**src/hdl/tip_pkg.sv**
```systemverilog
// Shared types, constants and CRC helper for the tag inventory frame parser.
`default_nettype none

package tip_pkg;

  localparam logic [15:0] CrcPreset = 16'hFFFF;
  localparam logic [15:0] CrcPoly   = 16'h8408;

  localparam logic [7:0] StatusOk   = 8'd1;
  localparam logic [7:0] PosStatus  = 8'd3;
  localparam logic [7:0] PosTagCnt  = 8'd4;
  localparam logic [7:0] PosFirstTag = 8'd5;
  localparam logic [7:0] MinLength  = 8'd5;
  localparam logic [7:0] MinCrcLength = 8'd2;

  typedef enum logic [1:0] {
    PH_WAIT    = 2'd0,
    PH_HEADER  = 2'd1,
    PH_TAG_LEN = 2'd2,
    PH_EPC     = 2'd3
  } phase_e;

  typedef enum logic {
    KIND_DATA    = 1'b0,
    KIND_SUMMARY = 1'b1
  } kind_e;

  typedef struct packed {
    logic       valid;
    kind_e      kind;
    logic [7:0] epc_byte;
    logic [7:0] tag_number;
    logic       epc_last;
    logic [7:0] tags_found;
    logic       status_good;
    logic       crc_match;
    logic       malformed;
  } tip_result_t;

  // Reflected CRC-16, one byte folded in, LSB first.
  function automatic logic [15:0] crc_fold(input logic [15:0] crc, input logic [7:0] b);
    logic [15:0] c;
    c = crc ^ {8'd0, b};
    for (int k = 0; k < 8; k++) begin
      if (c[0]) begin
        c = (c >> 1) ^ CrcPoly;
      end else begin
        c = c >> 1;
      end
    end
    return c;
  endfunction

endpackage

`default_nettype wire

```
**src/hdl/tip_parse_core.sv**
```systemverilog
// Frame parse state, CRC accumulator and per-byte result logic.
`default_nettype none

module tip_parse_core (
  input  wire                 clk_i,
  input  wire                 rst_ni,
  input  wire                 step_i,
  input  wire  [7:0]          byte_i,
  output tip_pkg::tip_result_t res_o
);
  import tip_pkg::*;

  phase_e      phase_q, phase_d;
  logic [7:0]  len_q, len_d;
  logic [7:0]  pos_q, pos_d;
  logic [7:0]  tags_q, tags_d;
  logic [7:0]  epc_q, epc_d;
  logic [7:0]  tag_q, tag_d;
  logic [15:0] crc_q, crc_d;
  logic [7:0]  crc_lo_q, crc_lo_d;
  logic        status_q, status_d;
  logic        err_q, err_d;

  logic [7:0]  p;
  logic        in_body;
  logic        last;
  logic        err_end;
  tip_result_t res;

  always_comb begin
    phase_d  = phase_q;
    len_d    = len_q;
    pos_d    = pos_q;
    tags_d   = tags_q;
    epc_d    = epc_q;
    tag_d    = tag_q;
    crc_d    = crc_q;
    crc_lo_d = crc_lo_q;
    status_d = status_q;
    err_d    = err_q;
    res      = '0;
    p        = pos_q + 8'd1;
    in_body  = (len_q >= MinCrcLength) && (p <= len_q - 8'd2);
    last     = 1'b0;
    err_end  = 1'b0;

    if (phase_q == PH_WAIT) begin
      // Length byte opens a new frame.
      len_d    = byte_i;
      pos_d    = 8'd0;
      tags_d   = 8'd0;
      epc_d    = 8'd0;
      tag_d    = 8'd0;
      crc_d    = (byte_i >= MinCrcLength) ? crc_fold(CrcPreset, byte_i) : CrcPreset;
      crc_lo_d = 8'd0;
      status_d = 1'b0;
      err_d    = (byte_i < MinLength);
      if (byte_i == 8'd0) begin
        res.valid     = 1'b1;
        res.kind      = KIND_SUMMARY;
        res.malformed = 1'b1;
      end else begin
        phase_d = PH_HEADER;
      end
    end else begin
      pos_d = p;
      if (in_body) begin
        crc_d = crc_fold(crc_q, byte_i);
        if (p == PosStatus) begin
          status_d = (byte_i == StatusOk);
        end else if (p == PosTagCnt) begin
          if (status_q) begin
            tags_d  = byte_i;
            phase_d = PH_TAG_LEN;
          end
        end else if (p >= PosFirstTag && status_q) begin
          if (phase_q == PH_TAG_LEN && tags_q != 8'd0) begin
            epc_d = byte_i;
            if (byte_i == 8'd0) begin
              // empty EPC still counts as a tag
              tag_d  = tag_q + 8'd1;
              tags_d = tags_q - 8'd1;
            end else begin
              phase_d = PH_EPC;
            end
          end else if (phase_q == PH_EPC && epc_q != 8'd0) begin
            epc_d = epc_q - 8'd1;
            last  = (epc_q == 8'd1);
            if (last) begin
              tag_d = tag_q + 8'd1;
              if (tags_q != 8'd0) begin
                tags_d = tags_q - 8'd1;
              end
              phase_d = PH_TAG_LEN;
            end
            res.valid      = 1'b1;
            res.kind       = KIND_DATA;
            res.epc_byte   = byte_i;
            res.tag_number = tag_q;
            res.epc_last   = last;
          end
        end
      end else if (p == len_q - 8'd1) begin
        crc_lo_d = byte_i;
      end else begin
        // CRC high byte closes the frame
        err_end           = err_q | (status_q && tags_q != 8'd0);
        err_d             = err_end;
        res.valid         = 1'b1;
        res.kind          = KIND_SUMMARY;
        res.tags_found    = status_q ? tag_q : 8'd0;
        res.status_good   = status_q;
        res.crc_match     = (len_q >= MinCrcLength) && (crc_q == {byte_i, crc_lo_q});
        res.malformed     = err_end;
        phase_d           = PH_WAIT;
      end
    end
  end

  assign res_o = step_i ? res : '0;

  always_ff @(posedge clk_i or negedge rst_ni) begin
    if (!rst_ni) begin
      phase_q  <= PH_WAIT;
      len_q    <= 8'd0;
      pos_q    <= 8'd0;
      tags_q   <= 8'd0;
      epc_q    <= 8'd0;
      tag_q    <= 8'd0;
      crc_q    <= CrcPreset;
      crc_lo_q <= 8'd0;
      status_q <= 1'b0;
      err_q    <= 1'b0;
    end else if (step_i) begin
      phase_q  <= phase_d;
      len_q    <= len_d;
      pos_q    <= pos_d;
      tags_q   <= tags_d;
      epc_q    <= epc_d;
      tag_q    <= tag_d;
      crc_q    <= crc_d;
      crc_lo_q <= crc_lo_d;
      status_q <= status_d;
      err_q    <= err_d;
    end
  end

  a_data_needs_status: assert property (@(posedge clk_i) disable iff (!rst_ni)
    (res_o.valid && res_o.kind == KIND_DATA) |-> status_q)
    else $error("EPC byte emitted without good status");

  a_summary_ends_frame: assert property (@(posedge clk_i) disable iff (!rst_ni)
    (res_o.valid && res_o.kind == KIND_SUMMARY) |=> (phase_q == PH_WAIT))
    else $error("frame not closed after summary");

  a_pos_in_frame: assert property (@(posedge clk_i) disable iff (!rst_ni)
    (phase_q != PH_WAIT) |-> (pos_q < len_q))
    else $error("byte position past frame end");

  a_epc_counts: assert property (@(posedge clk_i) disable iff (!rst_ni)
    (phase_q == PH_EPC) |-> (tags_q != 8'd0 && epc_q != 8'd0))
    else $error("EPC phase with nothing left to receive");

endmodule

`default_nettype wire

```
**src/hdl/tag_inventory_frame_parser.sv**
```systemverilog
// Top level: byte input register, parse core and result output register.
`default_nettype none

// Reader inventory response parser. Bytes of a response frame arrive one per
// transfer on the slave side, starting with the length byte L; the frame
// ends with the CRC high byte at position L. While the status byte equals 1,
// every EPC byte leaves as a data transfer (tuser = 0) with its tag number
// and tlast on the final byte of that tag's EPC. The CRC high byte (or a zero
// length byte) yields one summary transfer (tuser = 1) with tags found,
// status, CRC match against the reflected CRC-16 (poly 0x8408, preset
// 0xFFFF) and a malformed flag. Throughput is one byte per clock unless a full
// output register stalls; a byte's result goes from the input register into
// the output register. The rate is set by the parse state loop, which folds
// one whole byte into the CRC and updates the tag counters per step. The slave
// side stays ready as long as the output register is empty or being drained.
module tag_inventory_frame_parser (
  input  wire         clk_i,
  input  wire         rst_ni,
  input  wire         s_axis_tvalid_i,
  output logic        s_axis_tready_o,
  input  wire  [7:0]  s_axis_tdata_i,   // [7:0] rx_byte
  output logic        m_axis_tvalid_o,
  input  wire         m_axis_tready_i,
  output logic [31:0] m_axis_tdata_o,   // [7:0] epc_byte, [15:8] tag_number,
                                        // [23:16] tags_found, [24] status_good,
                                        // [25] crc_match, [26] malformed
  output logic        m_axis_tlast_o,   // epc_last
  output logic        m_axis_tuser_o    // kind
);
  import tip_pkg::*;

  // input register
  logic        in_valid_q;
  logic [7:0]  in_byte_q;
  // output register
  logic        out_valid_q;
  tip_result_t out_q;

  logic        advance;
  tip_result_t res;

  // The held byte moves into the core when the output slot is free or draining.
  assign advance         = in_valid_q && (!out_valid_q || m_axis_tready_i);
  assign s_axis_tready_o = !in_valid_q || advance;

  tip_parse_core u_core (
    .clk_i  (clk_i),
    .rst_ni (rst_ni),
    .step_i (advance),
    .byte_i (in_byte_q),
    .res_o  (res)
  );

  always_ff @(posedge clk_i or negedge rst_ni) begin
    if (!rst_ni) begin
      in_valid_q <= 1'b0;
    end else if (s_axis_tvalid_i && s_axis_tready_o) begin
      in_valid_q <= 1'b1;
    end else if (advance) begin
      in_valid_q <= 1'b0;
    end
  end

  always_ff @(posedge clk_i) begin
    if (s_axis_tvalid_i && s_axis_tready_o) begin
      in_byte_q <= s_axis_tdata_i;
    end
  end

  always_ff @(posedge clk_i or negedge rst_ni) begin
    if (!rst_ni) begin
      out_valid_q <= 1'b0;
    end else if (advance) begin
      out_valid_q <= res.valid;
    end else if (m_axis_tready_i) begin
      out_valid_q <= 1'b0;
    end
  end

  always_ff @(posedge clk_i) begin
    if (advance && res.valid) begin
      out_q <= res;
    end
  end

  assign m_axis_tvalid_o = out_valid_q;
  assign m_axis_tdata_o  = {5'd0, out_q.malformed, out_q.crc_match, out_q.status_good,
                            out_q.tags_found, out_q.tag_number, out_q.epc_byte};
  assign m_axis_tlast_o  = out_q.epc_last;
  assign m_axis_tuser_o  = out_q.kind;

endmodule

`default_nettype wire
```
**config.mk**
```make
export PLATFORM = sky130hd
export DESIGN_NAME = tag_inventory_frame_parser
export DESIGN_NICKNAME = d
export VERILOG_FILES = /design/src/hdl/tip_pkg.sv /design/src/hdl/tip_parse_core.sv /design/src/hdl/tag_inventory_frame_parser.sv
export SDC_FILE = /design/constraint.sdc
export NUM_CORES = 1
export LEC_CHECK = 0
export BUFFER_PORTS_ARGS = -buffer_cell sky130_fd_sc_hd__buf_2
export CORE_MARGIN = 3
export CORE_UTILIZATION = 50
export DETAILED_ROUTE_END_ITERATION = 10
export PLACE_DENSITY = 0.65
export SLEW_MARGIN = 25
export SYNTH_ARGS = -nofsm -noshare
export SYNTH_HDL_FRONTEND = slang
export SYNTH_SLANG_ARGS = --single-unit
```
**constraint.sdc**
```tcl
create_clock -name clk_i -period 10.1 [get_ports clk_i]
set_input_delay 1.515 -clock clk_i [delete_from_list [all_inputs] [get_ports clk_i]]
set_output_delay 1.515 -clock clk_i [all_outputs]
set_load 0.005 [all_outputs]
```
==> results.toml, run 1 <==
[timing]
slew_viol_final = 0
fin_hold_ws_ns = 0.489
min_period_over_period_pct = 42.6
fmax_mhz = 232
post-route-min-period_ns = 4.31
worst_pin_slew_ns = 1.02
worst_slack_ns = 5.79
rsz0062_at_grt = "no"
hold_viol = 0
max-slew-margin-rel_pct = 32.3
final.setup.tns_ns = 0
finalClockSkew_ns = 0.0118
finalSetupViolCount = 0

[clocking]
htreeDepth = 3
cts_num_sinks = 107
cts_hold_buf = 0
cts_max_path_buffers = 2
clkLatencyLatePin_ns = 0.36
cts_tree = "done"
cts_setup_buffers = 0
cts_resized = 0
numCtsBuffers = 9
clkTransAtPathRegs_ns = 0.07
ctsRootBufferMaster = "clkbuf_16"

[critical_path]
cp.arrival_ns = 4.57
ff2ff_setup_slack_ns = 5.79
criticalPathCategory = "flip-flop to flip-flop"
r2r_cells = 12
worst_r2r_endpoint = "u_core.tags_q[0]"
cp-start-kind = "flip-flop"
rr_startpoint = "u_core.len_q[1]"
cp-end-kind = "flip-flop"
critPathRequiredTime_ns = 10.37
cp_max_fo = 55

[cells_and_area]
antenna_cells = 0
layout_commonest_cell = "nand2_1"
drive_gt1_share_pct = 13.8
fin_util_pct = 55.9
fillers = 1150
finalNonFillerCells = 904
stdcell_area_um2 = 7120
layout_common_cells = "82 x nand2_1, 54 x dfrtp_1, 47 x o21ai_0"
fin_nets = 759
synthToLayoutAreaGrowth_pct = 8.26

[synth]
synth_cell_types = 72
ys_warn_count = 0
async_flop_share_pct = 65.4
synth-edff-count = 37
ys.flop_type = "dfrtp_1"
netlist_area_um2 = 6570
ys_ff_latch = 107
ys_seq_area_share_pct = 43.9
postSynthCellCount = 717
avgSynthCellArea_um2 = 9.17

[die]
dieWidth_um = 121
die_h_um = 121
fp-row-count = 41
dieArea_um2 = 14600
ios = 48
start_util_pct = 51.7
core_um2 = 12700

[global_route]
grt_max_degree = 71
antenna_found_initial = 0
grt_pass1_wl_um = 26100
grt_overflow = 0
grt_pass1_vias = 5017
grtUsageTotal_pct = 22.9

[place]
dp_cells = 888
dpl-instance-area_um2 = 6830
gp_congestion = 0.897
pre_cts_ws_ns = 5.89
io_buffers = 42
dp_hpwl_um = 10800

[route]
antenna_left = 0
wirelength_um = 16100
route.met3.wl_um = 1020
drt-met1-wl_um = 7390
wl_met2_um = 7450
first_iter_violations = 419
vias = 5214
top_layer = "met4"
routed_via_density = 5.77
avgRoutedWirePerCell_um = 17.9
drc = 0
drt-pass1-iter-count = 5

[pwr]
power_density_nw_per_um2 = 328
leakagePower_nw = 2.91
finalPower_mw = 2.34
peakVddDrop_mv = 0.149

[hold_path]
hold_path_class = "flip-flop to flip-flop"
whs_endpoint = "u_core.crc_q[8]"
hold-path-cell-count = 2
hold_start = "u_core.crc_q[8]"

[job]
drv_cap = 0

[status]
status = "completed"
final cells by class:
class / instances / area (µm²) / share of cell area (%)
multi-input combinational: 536 / 3370 / 47.4
sequential: 107 / 2880 / 40.5
timing repair buffer: 52 / 285 / 4.01
clock buffer: 10 / 229 / 3.22
tap: 172 / 215 / 3.02
inverter: 21 / 78.8 / 1.11
clock inverter: 6 / 55.1 / 0.774
flip-flops by register name, indices dropped and copies added, names as in the netlist, 2 cells and up:
register	count
in_byte_q	8
m_axis_tdata_o	27
u_core.crc_lo_q	8
u_core.crc_q	16
u_core.epc_q	8
u_core.len_q	8
u_core.phase_q	2
u_core.pos_q	8
u_core.tag_q	8
u_core.tags_q	8
power breakdown:
group / total [mW] / switching, mW / internal [mW]
clock network: 0.345 / 0.154 / 0.190
logic: 1.17 / 0.690 / 0.483
registers: 0.820 / 0.179 / 0.641
logic make-up after synthesis:
logic type      count (synthesis)  synth area share [%]
mux                             5                 0.780
compound gates                169                  15.9
flops                         107                  43.9
buf+inv                        78                  5.31
fa+ha+maj                      20                  3.81
xor+xnor                       73                  9.84
simple gates                  264                  20.4
other cells                     1                0.0570
worst max-delay path, stage by stage, from the launching register on:
cell and delay, ns:
dfrtp_1 0.44, inv_1 0.16, ha_1 0.21, or3b_2 0.48, xor2_1 0.16, ha_1 0.30
a21oi_1 0.18, o31ai_1 0.11, a311oi_2 0.75, o31ai_4 0.11, buf_4 0.32, or4_1 0.72
o31ai_2 0.26
routing by layer:
layer | up-vias | track usage, %
met5 | - | 0
met4 | 0 | 7.65
met3 | 23 | 5.14
met2 | 164 | 35.0
met1 | 2506 | 32.4
li1 | 2521 | -
how the worst max path moves through the flow:
stage	from	end	slack (ns)	cells past startpoint
2_1_floorplan	u_core.len_q[1]	m_axis_tdata_o[0]	5.71	12
3_3_place_gp	u_core.len_q[1]	u_core.tags_q[0]	6.04	12
3_5_place_dp	u_core.len_q[1]	u_core.tags_q[0]	5.89	12
4_1_cts	u_core.len_q[1]	u_core.tags_q[0]	5.85	12
5_1_grt	u_core.len_q[1]	u_core.tags_q[0]	5.59	12
6_report	u_core.len_q[1]	u_core.tags_q[0]	5.79	12
cells in the mapped netlist, types with 14 or more instances:
master	count	area [µm²]
xor2_1	39	342
nor2_1	48	180
nor3_1	18	90.1
edfxtp_1	37	1110
and2_1	27	169
clkbuf_1	31	116
o21ai_1	29	145
dfrtp_1	54	1350
xnor2_1	33	289
dfstp_2	16	420
ha_1	20	250
nand2_1	82	308
inv_1	20	75.1
o21ai_0	47	235
a21oi_1	38	190
nand3_1	14	70.1
No activity file was read; power rests on OpenSTA's default activity.
==> run 2, diff against run 1 <==
--- a/config.mk
+++ b/config.mk
@@ -9,7 +9,7 @@
 export CORE_MARGIN = 3
 export CORE_UTILIZATION = 50
 export DETAILED_ROUTE_END_ITERATION = 10
-export PLACE_DENSITY = 0.65
+export PLACE_DENSITY = 0.68
 export SLEW_MARGIN = 25
 export SYNTH_ARGS = -nofsm -noshare
 export SYNTH_HDL_FRONTEND = slang
==> constraint.sdc (replaced) <==
create_clock -name clk_i -period 3.5 [get_ports clk_i]
set_input_delay 0.525 -clock clk_i [delete_from_list [all_inputs] [get_ports clk_i]]
set_output_delay 0.525 -clock clk_i [all_outputs]
set_load 0.005 [all_outputs]
==> run 2 against run 1 <==
Against the previous run:
- clock power grew to 3.0 times the previous value
- final cell count up 4.3%
- non-clock buffer count rose by 38
- first-iteration DRC count rose by 24%
- highest routed layer unchanged
- total power grew to 3.0 times the previous value
- largest power group unchanged
- sequential cell count unchanged
- critical path depth increased by 2
- wire length is 0.65% lower
- register-to-register slack worse by 5.6 ns
- worst hold slack worse by 0.31 ns
- via count up 4.0%
- global-route usage decreased by 0.24 points
==> results.toml, run 2 (same netlist as run 1, synthesis figures left out) <==
[status]
status = "completed"

[route]
drt-pass1-iter-count = 5
routed_via_density = 5.75
wirelength_um = 16000
avgRoutedWirePerCell_um = 17.0
drc = 0
vias = 5424
first_iter_violations = 519
antenna_left = 0

[clocking]
htreeDepth = 3
clkTransAtPathRegs_ns = 0.07
cts_tree = "done"
cts_num_sinks = 107
clkLatencyLatePin_ns = 0.36
cts_setup_buffers = 0
numCtsBuffers = 9
ctsRootBufferMaster = "clkbuf_16"
cts_max_path_buffers = 2

[timing]
worst_pin_slew_ns = 0.798
worst_slack_ns = 0.183
slew_viol_final = 0
fmax_mhz = 301
final.setup.tns_ns = 0
hold_viol = 0
fin_hold_ws_ns = 0.183
max-slew-margin-rel_pct = 46.8
finalSetupViolCount = 0
finalClockSkew_ns = 0.00965
post-route-min-period_ns = 3.32
min_period_over_period_pct = 94.8
rsz0062_at_grt = "no"

[die]
fp-row-count = 41
dieArea_um2 = 14600
die_h_um = 121
dieWidth_um = 121
ios = 48
core_um2 = 12700
start_util_pct = 51.7

[critical_path]
worst_r2r_endpoint = "m_axis_tdata_o[10]"
ff2ff_setup_slack_ns = 0.18
r2r_cells = 14
cp-end-kind = "flip-flop"
critPathRequiredTime_ns = 3.62
rr_startpoint = "u_core.len_q[1]"
cp_max_fo = 17
criticalPathCategory = "flip-flop to flip-flop"
endpoint = "m_axis_tdata_o[10]"
worstSetupStartpoint = "u_core.len_q[1]"
cp.arrival_ns = 3.43
cp-start-kind = "flip-flop"

[cells_and_area]
synthToLayoutAreaGrowth_pct = 13.5
finalNonFillerCells = 943
seqCellArea_um2 = 2880
antenna_cells = 0
drive_gt1_share_pct = 19.5
layout_common_cells = "82 x nand2_1, 54 x dfrtp_1, 47 x o21ai_0, 47 x buf_4, 46 x nor2_1"
largest_reg_flops = 27
stdcell_area_um2 = 7460
multi_input_area_um2 = 3410
layout_commonest_cell = "nand2_1"
fillers = 1125
fin_util_pct = 58.6
fin_nets = 798

[job]
drv_cap = 0

[pwr]
finalPower_mw = 7.09
power_density_nw_per_um2 = 950
leakagePower_nw = 3.11
peakVddDrop_mv = 0.422

[place]
io_buffers = 42
gp_congestion = 0.912
dp_cells = 926
dp_hpwl_um = 11200
dpl-instance-area_um2 = 7130
pre_cts_ws_ns = 0.0441

[global_route]
grtUsageTotal_pct = 22.7
grt_pass1_wl_um = 26100
grt_pass1_vias = 5045
grt_max_degree = 31
grt_overflow = 0
antenna_found_initial = 0

[hold_path]
hold_path_class = "input pin to async pin"
## run 2: worst min path at each step
stage,startpoint,end,slack (ns),cells after the start
after floorplan,rst_ni,in_valid_q,0.23,0
after global placement,u_core.crc_q[9],u_core.crc_q[9],0.47,2
after detailed placement,u_core.crc_q[11],u_core.crc_q[11],0.48,2
after CTS,rst_ni,u_core.crc_lo_q[7],0.19,1
after global routing,rst_ni,m_axis_tvalid_o,0.21,1
final,rst_ni,m_axis_tvalid_o,0.18,1
## run 2: what timing repair did
action                     4_1_cts  5_1_grt
hold buffers                     0        0
setup endpoints to repair        0       31
resized for setup                0        5
## run 2: metal layers
layer	vias up	wire, µm	global-route usage (%)
met5	-	0	0
met4	0	236	6.59
met3	24	930	3.70
met2	196	7410	34.6
met1	2583	7470	33.4
li1	2621	-	-
## run 2: report_power, final
group	internal, mW	switching (mW)
Combinational	1.63	2.15
Clock	0.509	0.518
Sequential	1.85	0.429
Total	3.99	3.10
## run 2: cell type report
class | count | share of cell area (%)
tap | 172 | 2.88
inverter | 21 | 1.06
sequential | 107 | 38.6
multi-input combinational | 537 | 45.7
timing repair buffer | 90 | 7.70
clock buffer | 9 | 3.02
clock inverter | 7 | 0.989
## run 2: critical path, cell delays in order (launching register included)
cell      delay [ns]
dfrtp_1         0.39
inv_2           0.06
ha_1            0.17
or3b_2          0.47
xor2_1          0.16
ha_1            0.30
a21oi_2         0.06
a211oi_1        0.27
a311oi_2        0.07
buf_4           0.18
buf_4           0.16
nor2_1          0.32
nor4_4          0.08
buf_4           0.19
and2_1          0.17
